===== config.mk =====
export PLATFORM = sky130hd
export DESIGN_NAME = regex_quantifier_parser_unit
export DESIGN_NICKNAME = d
export VERILOG_FILES = /design/src/rtl/rqp_pkg.sv /design/src/rtl/rqp_step.sv /design/src/rtl/rqp_out_buf.sv /design/src/rtl/regex_quantifier_parser_unit.sv
export SDC_FILE = /design/constraint.sdc
export NUM_CORES = 1
export LEC_CHECK = 0
export ABC_AREA = 1
export BUFFER_PORTS_ARGS = -buffer_cell sky130_fd_sc_hd__buf_2
export CAP_MARGIN = 10
export CORE_MARGIN = 10
export CORE_UTILIZATION = 65
export CTS_BUF_LIST = sky130_fd_sc_hd__clkbuf_4
export CTS_CLUSTER_SIZE = 16
export DETAILED_ROUTE_END_ITERATION = 6
export GPL_TIMING_DRIVEN = 1
export PLACE_DENSITY_LB_ADDON = 0.15
export SLEW_MARGIN = 30
export SYNTH_ARGS = -nofsm -noshare
export SYNTH_HDL_FRONTEND = slang
export SYNTH_SLANG_ARGS = --single-unit

===== constraint.sdc =====
create_clock -name clk -period 11.1 [get_ports clk]
set_clock_uncertainty 0.15 [all_clocks]
set_input_delay 0 -clock clk [delete_from_list [all_inputs] [get_ports clk]]
set_output_delay 0 -clock clk [all_outputs]
set_load 0.02 [all_outputs]

===== src/rtl/rqp_pkg.sv =====
// Shared types and constants for the regex quantifier parser.
package rqp_pkg;

	localparam int OUT_W = 16;
	localparam int CNT_W = 8;

	localparam logic [7:0] CH_QUESTION = 8'h3F;
	localparam logic [7:0] CH_STAR     = 8'h2A;
	localparam logic [7:0] CH_PLUS     = 8'h2B;
	localparam logic [7:0] CH_LBRACE   = 8'h7B;
	localparam logic [7:0] CH_RBRACE   = 8'h7D;
	localparam logic [7:0] CH_COMMA    = 8'h2C;
	localparam logic [7:0] CH_ZERO     = 8'h30;
	localparam logic [7:0] CH_NINE     = 8'h39;

	typedef enum logic [1:0] {
		PH_IDLE,
		PH_LOWER,
		PH_COMMA,
		PH_UPPER
	} phase_t;

	typedef enum logic [2:0] {
		ST_OK          = 3'd0,
		ST_UPPER_BELOW = 3'd1,
		ST_NO_BRACE    = 3'd2,
		ST_BAD_COMMA   = 3'd3,
		ST_BAD_LOWER   = 3'd4
	} status_t;

	typedef struct packed {
		logic [OUT_W-1:0] rep_min;
		logic [OUT_W-1:0] rep_max;
		logic             unbounded;
		status_t          status;
		logic [CNT_W-1:0] chars_consumed;
	} result_t;

endpackage


===== src/rtl/rqp_step.sv =====
// Parser state registers and the per-character next-state and result logic.
module rqp_step #(
	parameter int NUMBER_WIDTH = 16
) (
	input  logic             clk,
	input  logic             arst_n,
	input  logic             accept,
	input  logic [7:0]       character,
	output logic             res_valid,
	output rqp_pkg::result_t res
);

	localparam int ACC_W = (NUMBER_WIDTH >= 16) ? 16 : NUMBER_WIDTH;
	localparam int SUM_W = ACC_W + 4;

	rqp_pkg::phase_t phase_q, phase_d;
	logic [ACC_W-1:0] lower_q, lower_d;
	logic [ACC_W-1:0] upper_q, upper_d;
	logic [rqp_pkg::CNT_W-1:0] count_q, count_d, count_inc;
	logic digit;
	logic [ACC_W-1:0] dval;
	logic [ACC_W-1:0] lower_acc, upper_acc;
	logic fire;

	function automatic logic [ACC_W-1:0] acc10(input logic [ACC_W-1:0] acc,
		input logic [ACC_W-1:0] d);
		logic [SUM_W-1:0] sum;
		sum = (SUM_W'(acc) << 3) + (SUM_W'(acc) << 1) + SUM_W'(d);
		if (sum[SUM_W-1:ACC_W] != 4'd0)
			acc10 = {ACC_W{1'b1}};
		else
			acc10 = sum[ACC_W-1:0];
	endfunction

	assign digit     = (character >= rqp_pkg::CH_ZERO) && (character <= rqp_pkg::CH_NINE);
	assign dval      = ACC_W'(character[3:0]);
	assign lower_acc = acc10(lower_q, dval);
	assign upper_acc = acc10(upper_q, dval);
	assign count_inc = (count_q == {rqp_pkg::CNT_W{1'b1}}) ? count_q : count_q + 1'b1;

	always_comb begin
		phase_d            = phase_q;
		lower_d            = lower_q;
		upper_d            = upper_q;
		count_d            = count_q;
		fire               = 1'b0;
		res.rep_min        = 16'(lower_q);
		res.rep_max        = 16'(upper_q);
		res.unbounded      = 1'b0;
		res.status         = rqp_pkg::ST_OK;
		res.chars_consumed = count_q;
		unique case (phase_q)
			rqp_pkg::PH_LOWER: begin
				if (digit) begin
					lower_d = lower_acc;
					count_d = count_inc;
				end else if (character == rqp_pkg::CH_RBRACE) begin
					// exact count: both bounds take the lower value
					fire               = 1'b1;
					res.rep_max        = 16'(lower_q);
					res.chars_consumed = count_inc;
				end else if (character == rqp_pkg::CH_COMMA) begin
					phase_d = rqp_pkg::PH_COMMA;
					count_d = count_inc;
				end else begin
					fire        = 1'b1;
					res.rep_max = '0;
					res.status  = rqp_pkg::ST_BAD_LOWER;
				end
			end
			rqp_pkg::PH_COMMA: begin
				if (character == rqp_pkg::CH_RBRACE) begin
					fire               = 1'b1;
					res.rep_max        = '1;
					res.unbounded      = 1'b1;
					res.chars_consumed = count_inc;
				end else if (digit) begin
					phase_d = rqp_pkg::PH_UPPER;
					upper_d = dval;
					count_d = count_inc;
				end else begin
					fire        = 1'b1;
					res.rep_max = '0;
					res.status  = rqp_pkg::ST_BAD_COMMA;
				end
			end
			rqp_pkg::PH_UPPER: begin
				if (digit) begin
					upper_d = upper_acc;
					count_d = count_inc;
				end else if (upper_q < lower_q) begin
					fire       = 1'b1;
					res.status = rqp_pkg::ST_UPPER_BELOW;
				end else if (character != rqp_pkg::CH_RBRACE) begin
					fire       = 1'b1;
					res.status = rqp_pkg::ST_NO_BRACE;
				end else begin
					fire               = 1'b1;
					res.chars_consumed = count_inc;
				end
			end
			default: begin
				// idle: every parse starts from a clean count
				lower_d            = '0;
				upper_d            = '0;
				count_d            = '0;
				res.chars_consumed = 8'd1;
				res.rep_min        = 16'd0;
				case (character)
					rqp_pkg::CH_QUESTION: begin
						fire        = 1'b1;
						res.rep_max = 16'd1;
					end
					rqp_pkg::CH_STAR: begin
						fire          = 1'b1;
						res.rep_max   = '1;
						res.unbounded = 1'b1;
					end
					rqp_pkg::CH_PLUS: begin
						fire          = 1'b1;
						res.rep_min   = 16'd1;
						res.rep_max   = '1;
						res.unbounded = 1'b1;
					end
					rqp_pkg::CH_LBRACE: begin
						phase_d = rqp_pkg::PH_LOWER;
						count_d = 8'd1;
					end
					default: begin
						fire               = 1'b1;
						res.rep_min        = 16'd1;
						res.rep_max        = 16'd1;
						res.chars_consumed = 8'd0;
					end
				endcase
			end
		endcase
		// a finished parse drops back to idle with cleared accumulators
		if (fire) begin
			phase_d = rqp_pkg::PH_IDLE;
			lower_d = '0;
			upper_d = '0;
			count_d = '0;
		end
	end

	assign res_valid = accept && fire;

	always_ff @(posedge clk or negedge arst_n) begin
		if (!arst_n) begin
			phase_q <= rqp_pkg::PH_IDLE;
			lower_q <= '0;
			upper_q <= '0;
			count_q <= '0;
		end else if (accept) begin
			phase_q <= phase_d;
			lower_q <= lower_d;
			upper_q <= upper_d;
			count_q <= count_d;
		end
	end

endmodule


===== src/rtl/rqp_out_buf.sv =====
// Two-entry result buffer: output register plus skid register.
module rqp_out_buf (
	input  logic             clk,
	input  logic             arst_n,
	input  logic             push,
	input  rqp_pkg::result_t push_data,
	output logic             space,
	output logic             out_valid,
	input  logic             out_ready,
	output rqp_pkg::result_t head
);

	rqp_pkg::result_t head_q, skid_q;
	logic head_v_q, skid_v_q;
	logic pop;

	assign pop       = head_v_q && out_ready;
	assign space     = !skid_v_q;
	assign out_valid = head_v_q;
	assign head      = head_q;

	always_ff @(posedge clk or negedge arst_n) begin
		if (!arst_n) begin
			head_v_q <= 1'b0;
			skid_v_q <= 1'b0;
		end else if (skid_v_q) begin
			if (pop) skid_v_q <= 1'b0;
		end else if (push) begin
			if (head_v_q && !pop) skid_v_q <= 1'b1;
			else head_v_q <= 1'b1;
		end else if (pop) begin
			head_v_q <= 1'b0;
		end
	end

	always_ff @(posedge clk) begin
		if (skid_v_q) begin
			if (pop) head_q <= skid_q;
		end else if (push) begin
			if (head_v_q && !pop) skid_q <= push_data;
			else head_q <= push_data;
		end
	end

endmodule


===== src/rtl/regex_quantifier_parser_unit.sv =====
// The result of the character that ends the parse is registered in the output buffer before it reaches the outputs.
// Throughput: one character per cycle while the output buffer has space; characters inside a brace give no result.
// A two-entry output buffer holds one extra result while the output stalls, so input flows until the skid fills.
// Reset: arst_n asynchronously clears the parser to idle and empties the buffer.
// Bound accumulators are NUMBER_WIDTH bits wide, capped at 16.
// Top level of the regex quantifier parser.
module regex_quantifier_parser_unit #(
	parameter int NUMBER_WIDTH = 16
) (
	input  logic        clk,
	input  logic        arst_n,
	input  logic        in_valid,
	output logic        in_ready,
	input  logic [7:0]  character,
	output logic        out_valid,
	input  logic        out_ready,
	output logic [15:0] rep_min,
	output logic [15:0] rep_max,
	output logic        unbounded,
	output logic [2:0]  status,
	output logic [7:0]  chars_consumed
);

	logic accept;
	logic res_valid;
	rqp_pkg::result_t res, head;

	assign accept = in_valid && in_ready;

	rqp_step #(
		.NUMBER_WIDTH(NUMBER_WIDTH)
	) u_step (
		.clk      (clk),
		.arst_n   (arst_n),
		.accept   (accept),
		.character(character),
		.res_valid(res_valid),
		.res      (res)
	);

	rqp_out_buf u_buf (
		.clk      (clk),
		.arst_n   (arst_n),
		.push     (res_valid),
		.push_data(res),
		.space    (in_ready),
		.out_valid(out_valid),
		.out_ready(out_ready),
		.head     (head)
	);

	assign rep_min        = head.rep_min;
	assign rep_max        = head.rep_max;
	assign unbounded      = head.unbounded;
	assign status         = head.status;
	assign chars_consumed = head.chars_consumed;

endmodule


=== After elaboration in Yosys (flattened, before gate mapping) ===
Cells that the tools add are included.
Widths: inputs -> output; s select.

* Register bits: 132
* Latch bits: 0
* Memory bits (writable): 0
* Bits in read-only memories: 0
* Input port bits: 12
* Output and inout bits: 46
* Logic and storage cells: 147
* Memories kept: 0

* Add/subtract/negate cells: 5
* $mul: 0
* Div/mod/pow operators: 0
* Magnitude comparators: 3
* Eq/ne operators: 26
* Shifts and indexed selects: 0
* Multiplexer cells: 71
* Bitwise operators: 1
* Reduce and logical (&&, ||, !) cells: 25

{| class="wikitable"
|+ Operators by type and width
! operator !! number
|-
| $mux 16 || 14
|-
| $mux 44 || 4
|-
| $pmux 16 s3 || 2
|-
| $mux 8 || 10
|-
| $pmux 16 s2 || 2
|-
| $pmux 8 s3 || 2
|-
| $add 19x17->20 || 2
|-
| $add 20x4->20 || 2
|-
| $eq 8x6->1 const B || 4
|-
| $mux 11 || 2
|-
| $mux 1 || 18
|-
| $mux 2 || 9
|-
| $eq 8x7->1 const B || 2
|-
| $lt 16x16->1 || 1
|-
| $mux 3 || 4
|-
| $ne 3x1->1 const B || 4
|-
| $reduce_and 3->1 || 4
|-
| $reduce_bool 4->1 || 3
|-
| $pmux 3 s3 || 1
|-
| $add 8x1->8 const B || 1
|-
| $eq 8x8->1 const B || 1
|-
| $ge 8x6->1 const B || 1
|-
| $le 8x6->1 const B || 1
|-
| $ne 2x1->1 const B || 4
|-
| 21 further kinds || 33
|}

=== Depth between registers and ports, before layout ===
Gate-level depths: netlist of the first run.

* Depth after elaboration: 9
* Gate-level depth with buffers: 18
* Depth with buffers taken out: 18

=== Cells and area by module ===
From an unflattened synthesis of the first run, not the netlist that was laid out.

* Cells, all modules: 1189
* Area, all modules: 9260.1 um^2

{| class="wikitable"
|+ By module, submodules not included
! module !! instances !! cells each !! area each (um^2)
|-
| rqp_step || 1 || 940 || 5935.7
|-
| rqp_out_buf || 1 || 247 || 3316.9
|-
| regex_quantifier_parser_unit || 1 || 2 || 7.5
|}

=== Worst setup path before layout of the first run ===
No wires, ideal clock.

* Path type: register to register
* Start point: register u_step.phase_q[0]
* End point: register u_buf.head_q, in the netlist u_buf.head[0] (enable)
* Setup time: 446 ps
* Arrival: 3264 ps
* Required time: 10504 ps
* Setup slack: 7241 ps
* Stages on the path, launching flop included: 13
* Buffers on the path: 0
* Cell sequence: dfrtp_1 inv_1 ha_1 nor2_1 inv_1 nand2_1 nand3_4 nand2_4 inv_2 nand2_1 o21ai_0 inv_1 nor2_1

* Cells in the longest elaborated chain, start to end: 5

{| class="wikitable"
|+ RTL lines
! item !! RTL line !! text
|-
| start: declaration || rqp_step.sv:16 || <nowiki>rqp_pkg::phase_t phase_q, phase_d;</nowiki>
|-
| start signal: assignment || rqp_step.sv:151 || <nowiki>phase_q <= rqp_pkg::PH_IDLE;</nowiki>
|-
| start signal: assignment || rqp_step.sv:156 || <nowiki>phase_q <= phase_d;</nowiki>
|-
| $eq 2x2->1 or $eq 2x1->1 (tied branches) || rqp_step.sv:52 || <nowiki>unique case (phase_q)</nowiki>
|-
| $pmux 1 s3 (*) || rqp_step.sv:52 ||
|-
| $logic_and 1x1->1 (*) || rqp_step.sv:147 || <nowiki>assign res_valid = accept && fire;</nowiki>
|-
| $reduce_bool 2->1 (no source line) (*) || - ||
|-
| $reduce_and 3->1 (no source line) (*) || - ||
|-
| end signal: assignment || rqp_out_buf.sv:38 || <nowiki>if (pop) head_q <= skid_q;</nowiki>
|-
| end signal: assignment || rqp_out_buf.sv:41 || <nowiki>else head_q <= push_data;</nowiki>
|-
| end: declaration || rqp_out_buf.sv:13 || <nowiki>rqp_pkg::result_t head_q, skid_q;</nowiki>
|}

Mark *: on every way between the ends. The rest lies on a longest branch, timed or not.
A chain may end at the register's enable or synchronous reset.

=== Worst setup path in the final report of the first run ===
* Start point: register u_step.upper_q[0]
* End point: register u_step.upper_q[2]

* Cells in the longest elaborated chain, start to end: 7

{| class="wikitable"
|+ RTL lines
! item !! RTL line !! text
|-
| start: declaration || rqp_step.sv:18 || <nowiki>logic [ACC_W-1:0] upper_q, upper_d;</nowiki>
|-
| start signal: assignment || rqp_step.sv:158 || <nowiki>upper_q <= upper_d;</nowiki>
|-
| $add 19x17->20 (*) || rqp_step.sv:28 || <nowiki>sum = (SUM_W'(acc) << 3) + (SUM_W'(acc) << 1) + SUM_W'(d);</nowiki>
|-
| $add 20x4->20 (*) || rqp_step.sv:28 ||
|-
| $reduce_bool 4->1 || rqp_step.sv:29 || <nowiki>if (sum[SUM_W-1:ACC_W] != 4'd0)</nowiki>
|-
| $mux 16 (*) || rqp_step.sv:29 ||
|-
| $mux 16 (*) || rqp_step.sv:88 || <nowiki>if (digit) begin</nowiki>
|-
| $pmux 16 s3 (*) || rqp_step.sv:52 ||
|-
| $mux 16 (*) || rqp_step.sv:139 || <nowiki>if (fire) begin</nowiki>
|}

Mark *: on every way between the ends. The rest lies on a longest branch, timed or not. The select of a mux whose other input is x is not followed.

==> metrics.md, run 1 <==
| Metric | Value |
|---|---|
| Status | `complete, but fails checks` |
| Failing checks | `DRC` |
| Hold EP | `u_buf.skid_q[0]` |
| Reg clk slew, reported paths | `0.13 ns` |
| Setup Viol. Count Final | `0` |
| Synthesis-to-layout area growth | `10.4%` |
| Worst Setup End Kind | `register` |
| Die height | `136 µm` |
| Top FF cell, synth | `edfxtp_1` |
| Mux share of post-synthesis cell area | `0%` |
| P_leak | `4.78 nW` |
| R2r startpoint | `u_step.upper_q[0]` |
| Synth Cell Area | `8810 µm²` |
| Clk Latency, worst-skew pair | `0.59 ns` |
| Starting Density | `66.5%` |
| Final period utilization | `31.0%` |
| Vias in the first global route | `7000` |
| Startpoint Class | `register` |
| Largest net degree at the start of global routing | `50` |
| VDD IR max | `0.000110 V` |
| Crit path largest cell delay | `0.56 ns` |
| Hold Path Depth | `7` |
| Routed Antenna Nets | `0` |
| Reg2Reg Capture Point | `u_step.upper_q[2]` |
| Final hold viol count | `0` |
| Worst Path Arrival | `3.83 ns` |
| Crit path time final | `3.44 ns` |
| GRT Util Overall | `22.8%` |
| Post-Synth XOR/XNOR Area | `2.39%` |
| Residual DRC | `6` |
| CTS tree | `done` |
| FF-to-FF setup slack | `7.66 ns` |
| Most frequent cells in the layout | `376 x nand2_1, 88 x inv_1, 88 x edfxtp_1` |
| Largest family of logic cells by synthesized area | `simple AND/OR/NAND/NOR gates` |
| RSZ-0062 raised after global routing | `false` |
| Remaining Overflow, GRT | `0` |
| Final WS setup | `7.66 ns` |
| Initial antenna violation count | `1` |
| CP max stage cell | `fa_1` |
| Final core utilization | `73.5%` |
| Relative slew slack | `46.2%` |
| IO Port Bufs | `57` |
| Crit path kind | `reg -> reg` |
| Yosys reg bits | `132` |
| Most Frequent Cell on Critical Path | `nand2_1` |
| DRT iter0 DRCs | `720` |
| GPL Wtd Cong | `0.913` |
| Area post-placement | `9260 µm²` |
| Total nets after synthesis | `1171` |
| First-pass GRT wire length | `34100 µm` |
| Commonest non-fill, non-tap cell in the layout | `nand2_1` |
| R2R cell count | `16` |
| Clock Path Buffers | `2` |
| Die width | `136 µm` |
| Post-synth EDFFs | `88` |
| Drt total wl | `20600 µm` |
| Synth cell types | `46` |
| CTS Buf Count | `17` |
| Hold Crit Class | `in -> reg` |
| Postcts setup bufs | `0` |
| MaxCap Viol Count | `0` |
| Total die area | `18600 µm²` |
| Row cnt | `42` |
| Ports | `58` |
| Ys Warns | `0` |
| Worst-Margin Slew | `0.800 ns` |
| Power per Cell Area | `155 nW/µm²` |
| Post-synthesis async set-or-reset flop share | `33.3%` |
| Compound-Gate Fraction of Synth Area | `11.9%` |
| Fin area | `9730 µm²` |
| Cells along the critical path | `fa_1 -> inv_1 -> fa_1 -> o21ai_2 -> nand2_1 -> nand2_1 -> nand3_1 -> nand2_1 -> nand2_1 -> nand2_1 -> nor2_1 -> nand2_1 -> nand2_1 -> nand2_1 -> nand2_1 -> nand2_1` |
| Power Total | `1.51 mW` |
| Worst slack at placement | `7.73 ns` |
| TritonRoute pass-1 iters | `7` |
| Vias/cell | `5.59` |
| Sequential share of the synthesized area | `42.5%` |
| WL/cell | `15.4 µm` |
| Hold Startpoint | `character[5]` |
| Setup TNS | `0 ns` |
| Maximum fanout along the worst path | `13` |
| Synth Area in Adders | `12.6%` |
| Clock root buffer | `clkbuf_4` |
| Cells after synthesis | `1073` |
| Core area | `13200 µm²` |
| Via count | `7472` |
| Fin nets | `1244` |
| Critical Path RT | `11.49 ns` |
| Layout cells sized above 1 | `12.9%` |
| H-Tree Level Count | `4` |
| Fmax | `291 MHz` |
| Syn avg cell area | `8.21 µm²` |
| Post-Synth Simple-Gate Area | `24.9%` |
| Placed wire-length estimate | `15600 µm` |
| Clk sinks | `132` |
| Slew Limit Fails | `0` |
routing by layer:
metal	vias to the layer above	track usage [%]	routed length, µm
met5	-	0	0
met4	0	7.40	403
met3	35	4.72	1430
met2	234	35.2	9460
met1	3461	31.3	9320
li1	3742	-	-
cell usage after synthesis, drive strengths merged (11+ instances only):
cell type | instances | share of area, %
buf | 15 | 1.1
ha | 82 | 12
dfrtp | 44 | 13
inv | 99 | 4.2
nand2 | 378 | 16
edfxtp | 88 | 30
nor2 | 75 | 3.6
xor2 | 11 | 1.1
o21ai | 74 | 5.3
nand3 | 58 | 3.6
a21oi | 84 | 4.9
xnor2 | 13 | 1.3
kinds of logic (layout without fill, tap and decap cells):
| group | after synthesis | in the layout |
|---|---|---|
| AOI/OAI and AO/OA | 177 | 177 |
| xor gates and xnor gates | 24 | 24 |
| adders and majority gates | 86 | 86 |
| buffers and inverters | 124 | 210 |
| DFF | 132 | 132 |
| other | 0 | 1 |
| and+or+nand+nor | 530 | 530 |
layout make-up:
cell class | count | area, µm²
Inverter | 99 | 372
Sequential cell | 132 | 3740
Clock inverter | 15 | 160
Tap cell | 176 | 220
Timing Repair Buffer | 79 | 531
Antenna cell | 1 | 2.50
Clock buffer | 17 | 128
Multi-Input combinational cell | 817 | 4570
Fill cell | 1017 | 3510
per-stage QoR:
step                std cells  hold slack [ns]
global route             1336           0.0713
global placement         1286           0.0842
floorplan                1073           -0.446
detailed placement       1287           -0.106
finish                   1336           0.0753
CTS                      1335           0.0123
registers in the layout (all words and copies together), names as in the netlist:
register / cells
u_buf.head: 44
u_step.phase_q: 2
u_step.upper_q: 16
u_buf.out_valid: 1
u_step.lower_q: 16
u_step.count_q: 8
u_buf.skid_v_q: 1
u_buf.skid_q: 44
power breakdown:
part | internal, mW | total [mW] | leakage (nW) | switching (mW)
Sequential | 0.660 | 0.687 | 1.45 | 0.0272
Clock | 0.122 | 0.336 | 0.153 | 0.214
Combinational | 0.125 | 0.485 | 3.17 | 0.361
Total | 0.906 | 1.51 | 4.78 | 0.602
critical path, delay by kind of cell (launching register included):
family,cells,cell delay [ns]
DFF,1,0.48
AOI/OAI and AO/OA,1,0.21
and+or+nand+nor,12,1.46
buffers and inverters,1,0.07
adders and majority gates,2,1.03
worst max path at each step:
stage / start / to / slack (ns)
after CTS: u_step.upper_q[0] / u_step.upper_q[2] / 7.68
after floorplan: u_step.phase_q[0] / u_buf.head[0] / 7.24
final: u_step.upper_q[0] / u_step.upper_q[2] / 7.66
after detailed placement: u_step.upper_q[0] / u_step.upper_q[2] / 7.73
after global placement: u_step.upper_q[0] / u_step.upper_q[1] / 7.84
after global routing: u_step.upper_q[0] / u_step.upper_q[1] / 7.41
what timing repair did:
action                    4_1_cts  5_1_grt
hold endpoints to repair       94        0
hold buffers                   16        0
gates resized for setup         0        0
Note: power is estimated with default switching activity, not from simulation.
==> inputs of run 2 (changes only) <==
ABC_AREA = 0   (was 1)
CORE_UTILIZATION = 63   (was 65)
clock period = 3.35 ns   (was 11.1 ns; I/O delays follow)
==> metrics.md, run 2 <==
| Metric | Value |
|---|---|
| Status | `finished, final reports clean` |
| Routed Antenna Nets | `0 (unchanged)` |
| Cells taking the most area after synthesis | `edfxtp_1 31%, dfrtp_1 13%, ha_1 12%, nand2_1 3.5%, a21oi_1 3.1%` |
| Setup Viol. Count Final | `0 (unchanged)` |
| Reg power frac | `49.2% (+3.7 points)` |
| CP delay by family, top | `simple AND/OR/NAND/NOR gates` |
| P_leak | `4.27 nW (-11%)` |
| Remaining Overflow, GRT | `0 (unchanged)` |
| Slew Limit Fails | `0 (unchanged)` |
| Maximum fanout along the worst path | `3 (-10)` |
| Vias in the first global route | `7200 (+2.9%)` |
| Fin nets | `1044 (-16%)` |
| Clock share of power | `23.5% (+1.2 points)` |
| Int Power | `2.91 mW (+220%)` |
| Ys Warns | `0 (unchanged)` |
| Most frequent cells in the layout | `88 x edfxtp_1, 78 x nand2_1, 70 x ha_1` |
| Cells after synthesis | `834 (-22%)` |
| Row cnt | `42 (unchanged)` |
| WL/cell | `20.4 µm (+33%)` |
| Worst Path Arrival | `3.62 ns (-0.21 ns)` |
| Total die area | `18600 µm² (+0.16%)` |
| Initial antenna violation count | `1 (unchanged)` |
| Filler Cells Inserted | `881 (-13%)` |
| Reg clk slew, reported paths | `0.14 ns (about the same)` |
| Residual DRC | `0 (-6)` |
| Worst Setup End Kind | `register` |
| Top FF cell, synth | `edfxtp_1` |
| Fin area | `10100 µm² (+3.8%)` |
| Clock Path Buffers | `2 (unchanged)` |
| Crit path kind | `reg -> reg` |
| GRT Util Overall | `24.6% (+1.8 points)` |
| CP max stage cell | `fa_1` |
| H-Tree Level Count | `4 (unchanged)` |
| IO Port Bufs | `57 (unchanged)` |
| TritonRoute pass-1 iters | `7 (unchanged)` |
| Commonest cells post-synth | `88 x edfxtp_1, 82 x ha_1, 80 x nand2_1, 54 x nor2_1, 53 x a21oi_1` |
| Clk sinks | `132 (unchanged)` |
| Synthesis-to-layout area growth | `18.1%` |
| Final hold viol count | `0 (unchanged)` |
| Post-synthesis async set-or-reset flop share | `33.3% (unchanged)` |
| Die height | `137 µm (about the same)` |
| Startpoint Class | `register` |
| Leading area contributor after synthesis | `edfxtp_1` |
| Power Total | `4.48 mW (+200%)` |
| Synth cell types | `82 (+78%)` |
| GPL Wtd Cong | `0.934 (+2.2%)` |
| Via count | `7545 (+0.98%)` |
| Yosys reg bits | `132 (unchanged)` |
| Yosys top cell area share | `30.9% (+0.90 points)` |
| Power per Cell Area | `443 nW/µm² (+190%)` |
| Fmax | `301 MHz (+3.7%)` |
| Sequential share of the synthesized area | `43.8% (+1.3 points)` |
| Placed wire-length estimate | `16700 µm (+7.5%)` |
| MaxCap Viol Count | `0 (unchanged)` |
| Syn avg cell area | `10.3 µm² (+25%)` |
| WP buf/inv | `1 (unchanged)` |
| Leading cell type by number of instances after synthesis | `edfxtp_1` |
| Relative slew slack | `33.0% (-13 points)` |
| Commonest non-fill, non-tap cell in the layout | `edfxtp_1` |
| Clk Latency, worst-skew pair | `0.57 ns (-0.02 ns)` |
| Starting Density | `64.3% (-2.2 points)` |
| Synth Cell Area | `8550 µm² (-2.9%)` |
| Die width | `137 µm (about the same)` |
| Critical Path RT | `3.65 ns (-7.84 ns)` |
| Hold Crit Class | `in -> reg` |
| NetSw | `1.57 mW (+160%)` |
| Post-synth EDFFs | `88 (unchanged)` |
| RSZ-0062 raised after global routing | `true` |
| Vias/cell | `6.64 (+19%)` |
| Largest net degree at the start of global routing | `50 (unchanged)` |
| Layout cells sized above 1 | `23.3% (+10 points)` |
| Crit path largest cell delay | `0.51 ns (-0.05 ns)` |
| Sw Share | `35.1% (-4.8 points)` |
| Core area | `13300 µm² (+0.40%)` |
| Ports | `58 (unchanged)` |
| CTS tree | `done` |
| Total nets after synthesis | `932 (-20%)` |
| Worst-Margin Slew | `0.999 ns (+0.199 ns)` |
| Drt total wl | `23200 µm (+13%)` |
| Area post-placement | `9320 µm² (+0.65%)` |
| Final period utilization | `99.0% (+68 points)` |
| Cells along the critical path | `fa_1 -> buf_6 -> ha_4 -> a21oi_2 -> nand4b_1 -> a211o_1 -> nand4b_1 -> o311ai_4 -> or4_1 -> a221o_1` |
| Setup TNS | `0 ns (unchanged)` |
| Comb power frac | `27.4% (-4.8 points)` |
| CTS Buf Count | `17 (unchanged)` |
| First-pass GRT wire length | `36900 µm (+8.3%)` |
| DRT iter0 DRCs | `1106 (+54%)` |
| Most Frequent Cell on Critical Path | `nand4b_1` |
| VDD IR max | `0.000328 V (+200%)` |
| Clock root buffer | `clkbuf_4` |
| Crit path time final | `3.32 ns (-0.121 ns)` |
| WHS | `0.151 ns (+0.0756 ns)` |
-- run 2: cell count changes after synthesis, sizes merged, moves of 19 or more --
cell | before | now
clkbuf | 10 | 32
inv | 99 | 39
a22oi | 0 | 19
nand2 | 378 | 80
o31ai | 3 | 24
a21oi | 84 | 53
nand3 | 58 | 23
nor2 | 75 | 54
o21ai | 74 | 49
mux2 | 0 | 21
-- run 2: power by group through the flow --
stage	Clock (mW)	Sequential [mW]	Combinational (mW)
finish	1.05	2.20	1.22
global route	1.12	2.22	1.33
floorplan	0	2.53	0.480
global placement	0	2.22	1.18
detailed placement	0	2.24	1.21
CTS	1.04	2.20	1.24
-- run 2: logic make-up after synthesis --
group | Yosys count | synth area share, %
muxes | 26 | 3.35
DFF | 132 | 43.8
xor gates and xnor gates | 21 | 2.15
and+or+nand+nor | 230 | 13.0
adders and majority gates | 86 | 12.9
buffers and inverters | 82 | 3.89
AOI/OAI and AO/OA | 257 | 20.9
-- run 2: timing repair --
item / CTS / global route
cloned: 1 / 0
pin swaps: 6 / 21
setup buffers: 2 / 11
hold buffers: 15 / 0
setup endpoints to repair: 16 / 33
gates resized for setup: 13 / 28
hold endpoints to repair: 70 / 0
-- run 2: through the flow --
step	std cells	setup slack [ns]	utilization, %
5_1_grt	1136	-0.0797	76.0
6_report	1136	0.0321	76.0
4_1_cts	1124	0.00329	74.0
2_1_floorplan	834	0.00129	-
3_3_place_gp	1074	-0.0146	70.1
3_5_place_dp	1074	-0.0591	70.1
-- run 2: worst reg2reg max path, cell delays in order (launching register included) --
cell and delay [ns]:
dfrtp_1 0.43, fa_1 0.51, buf_6 0.15, ha_4 0.25, a21oi_2 0.05, nand4b_1 0.21, a211o_1 0.36, nand4b_1 0.16
o311ai_4 0.13, or4_1 0.49, a221o_1 0.30
-- run 2: area by class of cell --
class | instances | area (µm²) | share of cell area (%)
inverters | 40 | 150 | 1.49
clock buffers | 19 | 143 | 1.41
well taps | 176 | 220 | 2.18
multi-input cells | 620 | 4740 | 46.9
diodes | 1 | 2.50 | 0.0248
clock inverters | 13 | 128 | 1.26
flip-flops and latches | 132 | 3750 | 37.1
repair buffers | 135 | 973 | 9.64
-- run 2: per-layer routing --
layer	vias to the layer above	track usage (%)	share of wire [%]
met5	-	0	0
met4	0	8.52	2.3
met3	71	5.65	11
met2	473	39.1	46
met1	3579	32.3	41
li1	3422	-	-
-- run 2: final timing paths --
path                              startpoint            endpoint  slack, ns  cells past startpoint
min reg2reg                 u_buf.skid_q[41]      u_buf.head[41]       0.39                      2
max in group asynchronous             arst_n   u_step.upper_q[7]       2.45                      4
min                                 in_valid     u_buf.out_valid       0.15                      4
max reg2reg                u_step.upper_q[0]  u_step.upper_q[10]       0.03                     10
min in group asynchronous             arst_n   u_step.count_q[6]       0.32                      4
max                        u_step.upper_q[0]  u_step.upper_q[10]       0.03                     10
